**src/design/msc_pkg.sv**
```systemverilog
// ----------------------------------------------------------------------------
// msc_pkg
// Shared constants and types of the merge sorter with counters.
// ----------------------------------------------------------------------------
package msc_pkg;

	// default capacity of the element store
	localparam int MAX_ITEMS = 32;

	// fixed field widths
	localparam int VALUE_W = 32;
	localparam int CMP_W   = 13;
	localparam int PART_W  = 7;
	localparam int STEP_W  = 8;

	// one input word as it travels through the queue
	typedef struct packed {
		logic [VALUE_W-1:0] value;
		logic               last;
	} word_t;

endpackage

```
**src/design/msc_ram.sv**
```systemverilog
// ----------------------------------------------------------------------------
// msc_ram
// Generic single-port-write, single-port-read RAM with registered read data.
// ----------------------------------------------------------------------------
module msc_ram #(
	parameter int WIDTH = 32,
	parameter int DEPTH = 32
) (
	input  logic                     clk,
	input  logic                     we,
	input  logic [$clog2(DEPTH)-1:0] waddr,
	input  logic [WIDTH-1:0]         wdata,
	input  logic [$clog2(DEPTH)-1:0] raddr,
	output logic [WIDTH-1:0]         rdata
);

	logic [WIDTH-1:0] mem_q [DEPTH];

	// write port and registered read
	always_ff @(posedge clk) begin
		if (we) begin
			mem_q[waddr] <= wdata;
		end
		rdata <= mem_q[raddr];
	end

endmodule

```
**src/design/msc_front.sv**
```systemverilog
// ----------------------------------------------------------------------------
// msc_front
// Input side: accepts words and holds them in a two-entry queue for the
// sorting engine, so the input can take up to two words while the engine stalls.
// ----------------------------------------------------------------------------
module msc_front (
	input  logic                                 clk,
	input  logic                                 arst_n,
	input  logic                                 in_valid,
	output logic                                 in_ready,
	input  logic signed [msc_pkg::VALUE_W-1:0]   value,
	input  logic                                 is_last,
	output logic                                 q_valid,
	input  logic                                 q_ready,
	output msc_pkg::word_t                       q_word
);

	msc_pkg::word_t slot_q [2];
	logic           wp_q;
	logic           rp_q;
	logic [1:0]     fill_q;
	logic           push;
	logic           pop;

	assign in_ready = (fill_q != 2'd2);
	assign q_valid  = (fill_q != 2'd0);
	assign q_word   = slot_q[rp_q];
	assign push     = in_valid && in_ready;
	assign pop      = q_valid && q_ready;

	// queue storage
	always_ff @(posedge clk) begin
		if (push) begin
			slot_q[wp_q] <= '{value: value, last: is_last};
		end
	end

	// queue pointers
	always_ff @(posedge clk or negedge arst_n) begin
		if (!arst_n) begin
			wp_q   <= 1'b0;
			rp_q   <= 1'b0;
			fill_q <= 2'd0;
		end else begin
			if (push) wp_q <= ~wp_q;
			if (pop)  rp_q <= ~rp_q;
			fill_q <= fill_q + 2'(push) - 2'(pop);
		end
	end

endmodule

```
**src/design/msc_back.sv**
```systemverilog
// ----------------------------------------------------------------------------
// msc_back
// Sorting engine: loads words into the element store, runs a top-down merge
// sort driven by an explicit split stack, and emits the sorted words.
// ----------------------------------------------------------------------------
module msc_back #(
	parameter int MAX_ITEMS = msc_pkg::MAX_ITEMS
) (
	input  logic                                 clk,
	input  logic                                 arst_n,
	input  logic                                 q_valid,
	output logic                                 q_ready,
	input  msc_pkg::word_t                       q_word,
	output logic                                 out_valid,
	input  logic                                 out_ready,
	output logic signed [msc_pkg::VALUE_W-1:0]   sorted_value,
	output logic                                 is_final,
	output logic [msc_pkg::CMP_W-1:0]            comparisons,
	output logic [msc_pkg::PART_W-1:0]           partitions,
	output logic [msc_pkg::STEP_W-1:0]           steps_taken
);

	localparam int AW  = $clog2(MAX_ITEMS);
	localparam int CW  = $clog2(MAX_ITEMS + 1);
	localparam int STK = 2 * AW + 2;
	localparam int SPW = $clog2(STK + 1);
	localparam int SIW = $clog2(STK);
	localparam int VW  = msc_pkg::VALUE_W;

	typedef enum logic [2:0] {ST_LOAD, ST_NODE, ST_MERGE, ST_COPY, ST_EMIT} state_t;

	typedef struct packed {
		logic [AW-1:0] lo;
		logic [AW-1:0] hi;
		logic          done;
	} span_t;

	state_t              state_q, nxt;
	logic [CW-1:0]       cnt_q, cnt_nx, n_q;
	logic [CW-1:0]       i_q, j_q, k_q, i_d, j_d, k_d;
	logic [AW-1:0]       m_lo_q, m_mid_q, m_hi_q;
	logic [SPW-1:0]      sp_q;
	span_t               stk_q [STK];
	span_t               top;
	logic [SIW-1:0]      top_idx;
	logic [AW:0]         sum;
	logic [AW-1:0]       mid;
	logic [msc_pkg::CMP_W-1:0] cmp_q;

	logic                st_we, bf_we;
	logic [AW-1:0]       st_wa, st_ra_a, st_ra_b;
	logic [VW-1:0]       st_wd, st_rd_a, st_rd_b, bf_wd, bf_rd;
	logic                li, rj, take_a, slot_free, out_load;
	logic [CW-1:0]       nm1;

	assign top_idx = SIW'(sp_q - SPW'(1));
	assign top     = stk_q[top_idx];
	assign sum     = {1'b0, top.lo} + {1'b0, top.hi};
	assign mid     = sum[AW:1];
	assign cnt_nx  = cnt_q + CW'(cnt_q < CW'(MAX_ITEMS));
	assign nm1     = n_q - CW'(1);

	// merge decision on the two heads
	assign li     = (i_q <= CW'(m_mid_q));
	assign rj     = (j_q <= CW'(m_hi_q));
	assign take_a = li && (!rj || ($signed(st_rd_a) < $signed(st_rd_b)));
	assign bf_wd  = take_a ? st_rd_a : st_rd_b;

	assign slot_free = !out_valid || out_ready;

	// next-state and datapath control
	always_comb begin
		nxt      = state_q;
		i_d      = i_q;
		j_d      = j_q;
		k_d      = k_q;
		st_we    = 1'b0;
		st_wa    = k_q[AW-1:0];
		st_wd    = bf_rd;
		bf_we    = 1'b0;
		q_ready  = 1'b0;
		out_load = 1'b0;
		unique case (state_q)
			ST_LOAD: begin
				q_ready = 1'b1;
				st_wa   = cnt_q[AW-1:0];
				st_wd   = q_word.value;
				if (q_valid) begin
					st_we = (cnt_q < CW'(MAX_ITEMS));
					if (q_word.last) nxt = ST_NODE;
				end
			end
			ST_NODE: begin
				if (sp_q == '0) begin
					k_d = '0;
					nxt = ST_EMIT;
				end else if (top.done && top.lo < top.hi) begin
					i_d = CW'(top.lo);
					j_d = CW'(mid) + CW'(1);
					k_d = CW'(top.lo);
					nxt = ST_MERGE;
				end
			end
			ST_MERGE: begin
				bf_we = 1'b1;
				if (take_a) i_d = i_q + CW'(1);
				else        j_d = j_q + CW'(1);
				k_d = k_q + CW'(1);
				if (k_q == CW'(m_hi_q)) begin
					k_d = CW'(m_lo_q);
					nxt = ST_COPY;
				end
			end
			ST_COPY: begin
				st_we = 1'b1;
				k_d   = k_q + CW'(1);
				if (k_q == CW'(m_hi_q)) nxt = ST_NODE;
			end
			ST_EMIT: begin
				if (slot_free) begin
					out_load = 1'b1;
					k_d      = k_q + CW'(1);
					if (k_q == nm1) nxt = ST_LOAD;
				end
			end
			default: nxt = ST_LOAD;
		endcase
	end

	assign st_ra_a = (nxt == ST_MERGE) ? i_d[AW-1:0] : k_d[AW-1:0];
	assign st_ra_b = j_d[AW-1:0];

	// state, indices, split stack and result register
	always_ff @(posedge clk or negedge arst_n) begin
		if (!arst_n) begin
			state_q   <= ST_LOAD;
			cnt_q     <= '0;
			n_q       <= '0;
			sp_q      <= '0;
			cmp_q     <= '0;
			out_valid <= 1'b0;
			i_q       <= '0;
			j_q       <= '0;
			k_q       <= '0;
		end else begin
			state_q <= nxt;
			i_q     <= i_d;
			j_q     <= j_d;
			k_q     <= k_d;
			unique case (state_q)
				ST_LOAD: begin
					if (q_valid) begin
						cnt_q <= cnt_nx;
						if (q_word.last) begin
							cnt_q      <= '0;
							n_q        <= cnt_nx;
							cmp_q      <= '0;
							sp_q       <= SPW'(1);
							stk_q[0]   <= '{lo: '0, hi: AW'(cnt_nx - CW'(1)), done: 1'b0};
						end
					end
				end
				ST_NODE: begin
					if (sp_q != '0) begin
						if (top.lo >= top.hi) begin
							sp_q <= sp_q - SPW'(1);
						end else if (!top.done) begin
							// mark the span, then push right and left halves
							stk_q[top_idx].done        <= 1'b1;
							stk_q[SIW'(sp_q)]          <= '{lo: mid + AW'(1), hi: top.hi,
								done: 1'b0};
							stk_q[SIW'(sp_q + SPW'(1))] <= '{lo: top.lo, hi: mid, done: 1'b0};
							sp_q <= sp_q + SPW'(2);
						end else begin
							m_lo_q  <= top.lo;
							m_mid_q <= mid;
							m_hi_q  <= top.hi;
							sp_q    <= sp_q - SPW'(1);
						end
					end
				end
				ST_MERGE: begin
					if (li && rj) cmp_q <= cmp_q + msc_pkg::CMP_W'(1);
				end
				ST_COPY: begin
				end
				ST_EMIT: begin
				end
				default: begin
				end
			endcase
			// output register
			if (out_load) begin
				out_valid <= 1'b1;
			end else if (out_ready) begin
				out_valid <= 1'b0;
			end
		end
	end

	// result payload
	always_ff @(posedge clk) begin
		if (out_load) begin
			sorted_value <= $signed(st_rd_a);
			is_final     <= (k_q == nm1);
			comparisons  <= cmp_q;
			partitions   <= msc_pkg::PART_W'({nm1, 1'b0});
			steps_taken  <= msc_pkg::STEP_W'({2'b00, nm1} + {1'b0, nm1, 1'b0} + (CW+2)'(1));
		end
	end

	// element store, kept twice for two read ports
	msc_ram #(.WIDTH(VW), .DEPTH(MAX_ITEMS)) u_store_a (
		.clk(clk), .we(st_we), .waddr(st_wa), .wdata(st_wd),
		.raddr(st_ra_a), .rdata(st_rd_a)
	);

	msc_ram #(.WIDTH(VW), .DEPTH(MAX_ITEMS)) u_store_b (
		.clk(clk), .we(st_we), .waddr(st_wa), .wdata(st_wd),
		.raddr(st_ra_b), .rdata(st_rd_b)
	);

	// merge buffer
	msc_ram #(.WIDTH(VW), .DEPTH(MAX_ITEMS)) u_buffer (
		.clk(clk), .we(bf_we), .waddr(k_q[AW-1:0]), .wdata(bf_wd),
		.raddr(k_d[AW-1:0]), .rdata(bf_rd)
	);

endmodule

```
**src/design/merge_sort_with_counters.sv**
```systemverilog
// ----------------------------------------------------------------------------
// merge_sort_with_counters
// Collects signed words until one marked last, sorts them ascending and
// returns them with comparison, partition and step counts.
// ----------------------------------------------------------------------------
// Words are taken one per cycle while in_ready is high into a two-entry
// queue and loaded into the element store while the engine is loading; words
// beyond MAX_ITEMS are dropped. The word marked last starts the sort of the n
// held words. The sort runs on a single merge unit: each merge of a span
// writes its words into the merge buffer and then copies them back to the
// store, with the split stack handled between merges. Results then leave one
// per cycle while out_ready is high through an output register. No new word
// is loaded while a sort runs.
module merge_sort_with_counters #(
	parameter int MAX_ITEMS = msc_pkg::MAX_ITEMS
) (
	input  logic                                 clk,
	input  logic                                 arst_n,
	input  logic                                 in_valid,
	output logic                                 in_ready,
	input  logic signed [msc_pkg::VALUE_W-1:0]   value,
	input  logic                                 is_last,
	output logic                                 out_valid,
	input  logic                                 out_ready,
	output logic signed [msc_pkg::VALUE_W-1:0]   sorted_value,
	output logic                                 is_final,
	output logic [msc_pkg::CMP_W-1:0]            comparisons,
	output logic [msc_pkg::PART_W-1:0]           partitions,
	output logic [msc_pkg::STEP_W-1:0]           steps_taken
);

	logic           q_valid;
	logic           q_ready;
	msc_pkg::word_t q_word;

	// input queue
	msc_front u_front (
		.clk(clk), .arst_n(arst_n),
		.in_valid(in_valid), .in_ready(in_ready),
		.value(value), .is_last(is_last),
		.q_valid(q_valid), .q_ready(q_ready), .q_word(q_word)
	);

	// sorting engine
	msc_back #(.MAX_ITEMS(MAX_ITEMS)) u_back (
		.clk(clk), .arst_n(arst_n),
		.q_valid(q_valid), .q_ready(q_ready), .q_word(q_word),
		.out_valid(out_valid), .out_ready(out_ready),
		.sorted_value(sorted_value), .is_final(is_final),
		.comparisons(comparisons), .partitions(partitions),
		.steps_taken(steps_taken)
	);

endmodule

```
**config.mk**
```make
export PLATFORM = sky130hd
export DESIGN_NAME = merge_sort_with_counters
export DESIGN_NICKNAME = d
export VERILOG_FILES = /design/src/design/msc_pkg.sv /design/src/design/msc_ram.sv /design/src/design/msc_front.sv /design/src/design/msc_back.sv /design/src/design/merge_sort_with_counters.sv
export SDC_FILE = /design/constraint.sdc
export NUM_CORES = 2
export LEC_CHECK = 0
export ABC_AREA = 1
export BUFFER_PORTS_ARGS = -buffer_cell sky130_fd_sc_hd__buf_2
export CAP_MARGIN = 20
export CORE_ASPECT_RATIO = 2
export CORE_MARGIN = 1.5
export CORE_UTILIZATION = 25
export CTS_BUF_LIST = sky130_fd_sc_hd__clkbuf_2
export CTS_CLUSTER_SIZE = 10
export DETAILED_ROUTE_END_ITERATION = 12
export PLACE_DENSITY = 0.5
export SKIP_CTS_REPAIR_TIMING = 1
export SLEW_MARGIN = 20
export SYNTH_ARGS = -nofsm -noshare
export SYNTH_HDL_FRONTEND = slang
export SYNTH_SLANG_ARGS = --single-unit
```
**constraint.sdc**
```tcl
create_clock -name clk -period 13.88 [get_ports clk]
set_input_delay 0.694 -clock clk [delete_from_list [all_inputs] [get_ports clk]]
set_output_delay 0.694 -clock clk [all_outputs]
set_load 0.05 [all_outputs]
```
==> flow_summary.ini <==
[yosys]
synthTopCellsByArea = edfxtp_1 (61%), nand3_1 (8.8%), nand2_1 (5.9%)
async_reset_ff_share_pct = 2.23
synth_top_area_share_pct = 61.0
syn_inst = 10820
synth_top_area_cell = edfxtp_1
syn-num-nets = 10940
yosys_warnings = 0
synth_edf_count = 2308
post_synth_instance_area_um2 = 114000
ys_ff_latch = 2471
syn_avg_cell_area_um2 = 10.5
yosys.cell_types.count = 56
yosysSeqAreaShare_pct = 64.1
synth_top_flop_cell = edfxtp_1

[finish]
nets = 11119
drive_gt1_share_pct = 13.8
final_common_cell = edfxtp_1
final-seq-area_um2 = 72800
final_cell_mix = edfxtp_1 (2308), nand3_1 (1995), nand2_1 (1786)
syn2layout_area_growth_pct = 12.3
n_fill_cell = 47231
multiInputGateArea_um2 = 35400

[detailed_routing]
drtIter0Drc = 8042
routedWlPerCell_um = 25.6
totalWireLength_um = 445000
drtAntennaViolNets = 0
first_pass_iters = 6
drc_errors = 0
vias = 87904
via_per_inst = 5.05

[clock_tree]
clk_pin_slew_worst_paths_ns = 0.15
htreeDepth = 6
clockRootBuffer = clkbuf_2
tritoncts = yes
cts_buffers = 535
clock_sinks = 2471
cts_buffer_depth = 4
clk_latency_ns = 1.94

[sta]
hold_violations = 0
max_slew_margin_pct = 17.8
rsz0062_at_grt = false
finClkSkew_ns = 0.137
max_freq_ghz = 0.112
maxSlewViolCount = 0
fin_crit_sh_pct = 64.1
whs_ns = 0.0904
tns_ns = 0
setup_viol = 0
tightest_slew_ns = 1.23
worst_slack_ns = 4.98
fin_crit_ns = 8.90

[critical_path]
slowest_delay_ns = 0.63
cp_slowest_cell = buf_4
required_ns = 15.63
criticalPathCategory = reg -> reg
end_kind = flop
critPathMaxFanout = 128
path_common_cell = nand2_1
cp-start-kind = flop
worst_ep_arrival_time_ns = 10.64
r2r_setup_slack_ns = 4.98

[grt]
grt_pass1_vias = 86416
grt-ovfl-total = 0
antenna_found_initial = 26
grt_util_all_layers_pct = 18.7
grt_max_degree = 225
grt_pass1_wl_um = 621000

[place]
place_hpwl_um = 258000
io_buffers = 98
place_congestion = 0.874
preCtsSetupSlack_ns = 5.19

[power_and_ir_drop]
seq_power_share_pct = 43.9
ir_drop_v = 0.000151
p_sw_mw = 9.50
comb_power_share_pct = 34.8
internal_power_mw = 13.6
power.share.clock_pct = 21.3
sw_frac_of_total_pct = 41.1
powerDensity_nw_per_um2 = 181
leakagePower_nw = 46.5

[floorplan]
die_x_um = 480
start_util_pct = 25.1
die_h_um = 957
boundaryPins = 100
rows = 350
die_area_um2 = 459000
core_um2 = 453000

[min_path]
worst_hold_path_type = in -> reg

[job]
max-cap-violations = 0

[status]
outcome = complete, no violations
==> logic make-up after synthesis <==
logic type	after synthesis	synth area share, %
adder cells (fa/ha/maj)	83	0.920
buffers and inverters	1619	5.80
AND/OR/NAND/NOR	4656	18.4
multiplexers	1	0.00881
other	1	0.00330
flip-flops	2471	64.1
AO/OA/AOI/OAI	1954	10.5
XOR/XNOR	35	0.276
==> Yosys cell counts (3+ instances only) <==
cell and n:
edfxtp_1 2308, nand3_1 1996, nand2_1 1786, inv_1 807
o21ai_0 765, o211ai_1 743, nor2_1 523, clkbuf_1 392
buf_2 293, a21oi_1 292, or2_2 183, dfxtp_1 108
or2_0 84, ha_1 82, buf_1 72, dfrtp_1 55
a31oi_1 40, buf_4 34, and2_1 32, nor3_1 28
a211oi_1 25, o22ai_1 24, xor2_1 23, o221ai_1 21
o21ai_1 13, inv_2 12, xnor2_1 11, clkinv_1 7
o21bai_1 7, a32o_1 6, nand4_1 5, o21a_1 5
a221oi_1 3, a22oi_1 3, nand2_4 3, nand3_2 3
nor2_2 3
==> power by group through the flow <==
stage | Sequential [mW] | Combinational (mW) | Clock [mW]
floorplan | 10.3 | 4.48 | 0
global placement | 10.3 | 7.92 | 0
detailed placement | 10.3 | 7.96 | 0
CTS | 10.2 | 7.98 | 5.03
global route | 10.2 | 8.62 | 5.30
finish | 10.2 | 8.03 | 4.92
==> layer usage <==
metal | track usage, % | vias to the layer above | routed length [um]
met1 | 19.3 | 43612 | 154000
met2 | 34.6 | 3640 | 233000
met3 | 2.26 | 1418 | 23600
met5 | 0 | - | 115
li1 | - | 39218 | -
met4 | 13.2 | 16 | 34100
==> worst max-delay path, delay by kind of cell (launching register included) <==
family / cells / cell delay, ns
buffers and inverters: 11 / 3.08
flip-flops: 1 / 0.42
AO/OA/AOI/OAI: 5 / 1.56
adder cells (fa/ha/maj): 2 / 0.81
AND/OR/NAND/NOR: 14 / 2.35
==> metrics by stage <==
step	power [mW]	cell area, um^2	utilization (%)	instances
after CTS	23.2	127000	28.0	17327
final	23.1	128000	28.2	17413
after floorplan	14.8	114000	-	10820
after detailed placement	18.3	122000	26.9	16373
after global placement	18.3	122000	26.8	16369
after global routing	24.1	128000	28.2	17406
==> registers in the layout, indices dropped and copies added (netlist names), 6 cells and up <==
signal,flops
u_back.u_buffer.mem_q,1024
u_back.u_store_a.mem_q,736
u_back.u_store_b.mem_q,288
u_back.stk_q,132
u_front.slot_q,66
u_back.sorted_value,32
u_back.u_buffer.rdata,32
u_back.u_store_a.rdata,32
u_back.u_store_b.rdata,32
u_back.cmp_q,13
u_back.comparisons,13
u_back.steps_taken,7
u_back.cnt_q,6
u_back.i_q,6
u_back.j_q,6
u_back.k_q,6
u_back.n_q,6
u_back.partitions,6
==> path summary, 6_finish.rpt <==
| kind | from | end | depth (start not counted) |
|---|---|---|---|
| worst max-delay path | u_back.sp_q[0]$_DFFE_PN0P_ | u_back.u_store_a.rdata[22]$_DFF_P_ | 32 |
| worst min-delay path | value[26] | u_front.slot_q[0][27]$_DFFE_PP_ | 3 |
| worst max register to register | u_back.sp_q[0]$_DFFE_PN0P_ | u_back.u_store_a.rdata[22]$_DFF_P_ | 32 |
| worst min register to register | u_back.stk_q[0][0]$_SDFFE_PP0P_ | u_back.stk_q[0][0]$_SDFFE_PP0P_ | 2 |
| max in group asynchronous | arst_n | u_front.rp_q$_DFFE_PN0P_ | 6 |
| min in group asynchronous | arst_n | u_back.sp_q[3]$_DFFE_PN0P_ | 5 |
==> layout make-up <==
cell class	instances	share of cell area [%]
sequential	2471	57.1
multi-input combinational	6730	27.7
tap	5984	5.87
clock buffer	760	2.98
timing repair buffer	435	2.85
inverter	826	2.46
clock inverter	194	1.02
antenna	13	0.0255
Power figures use the tool's default switching activity.
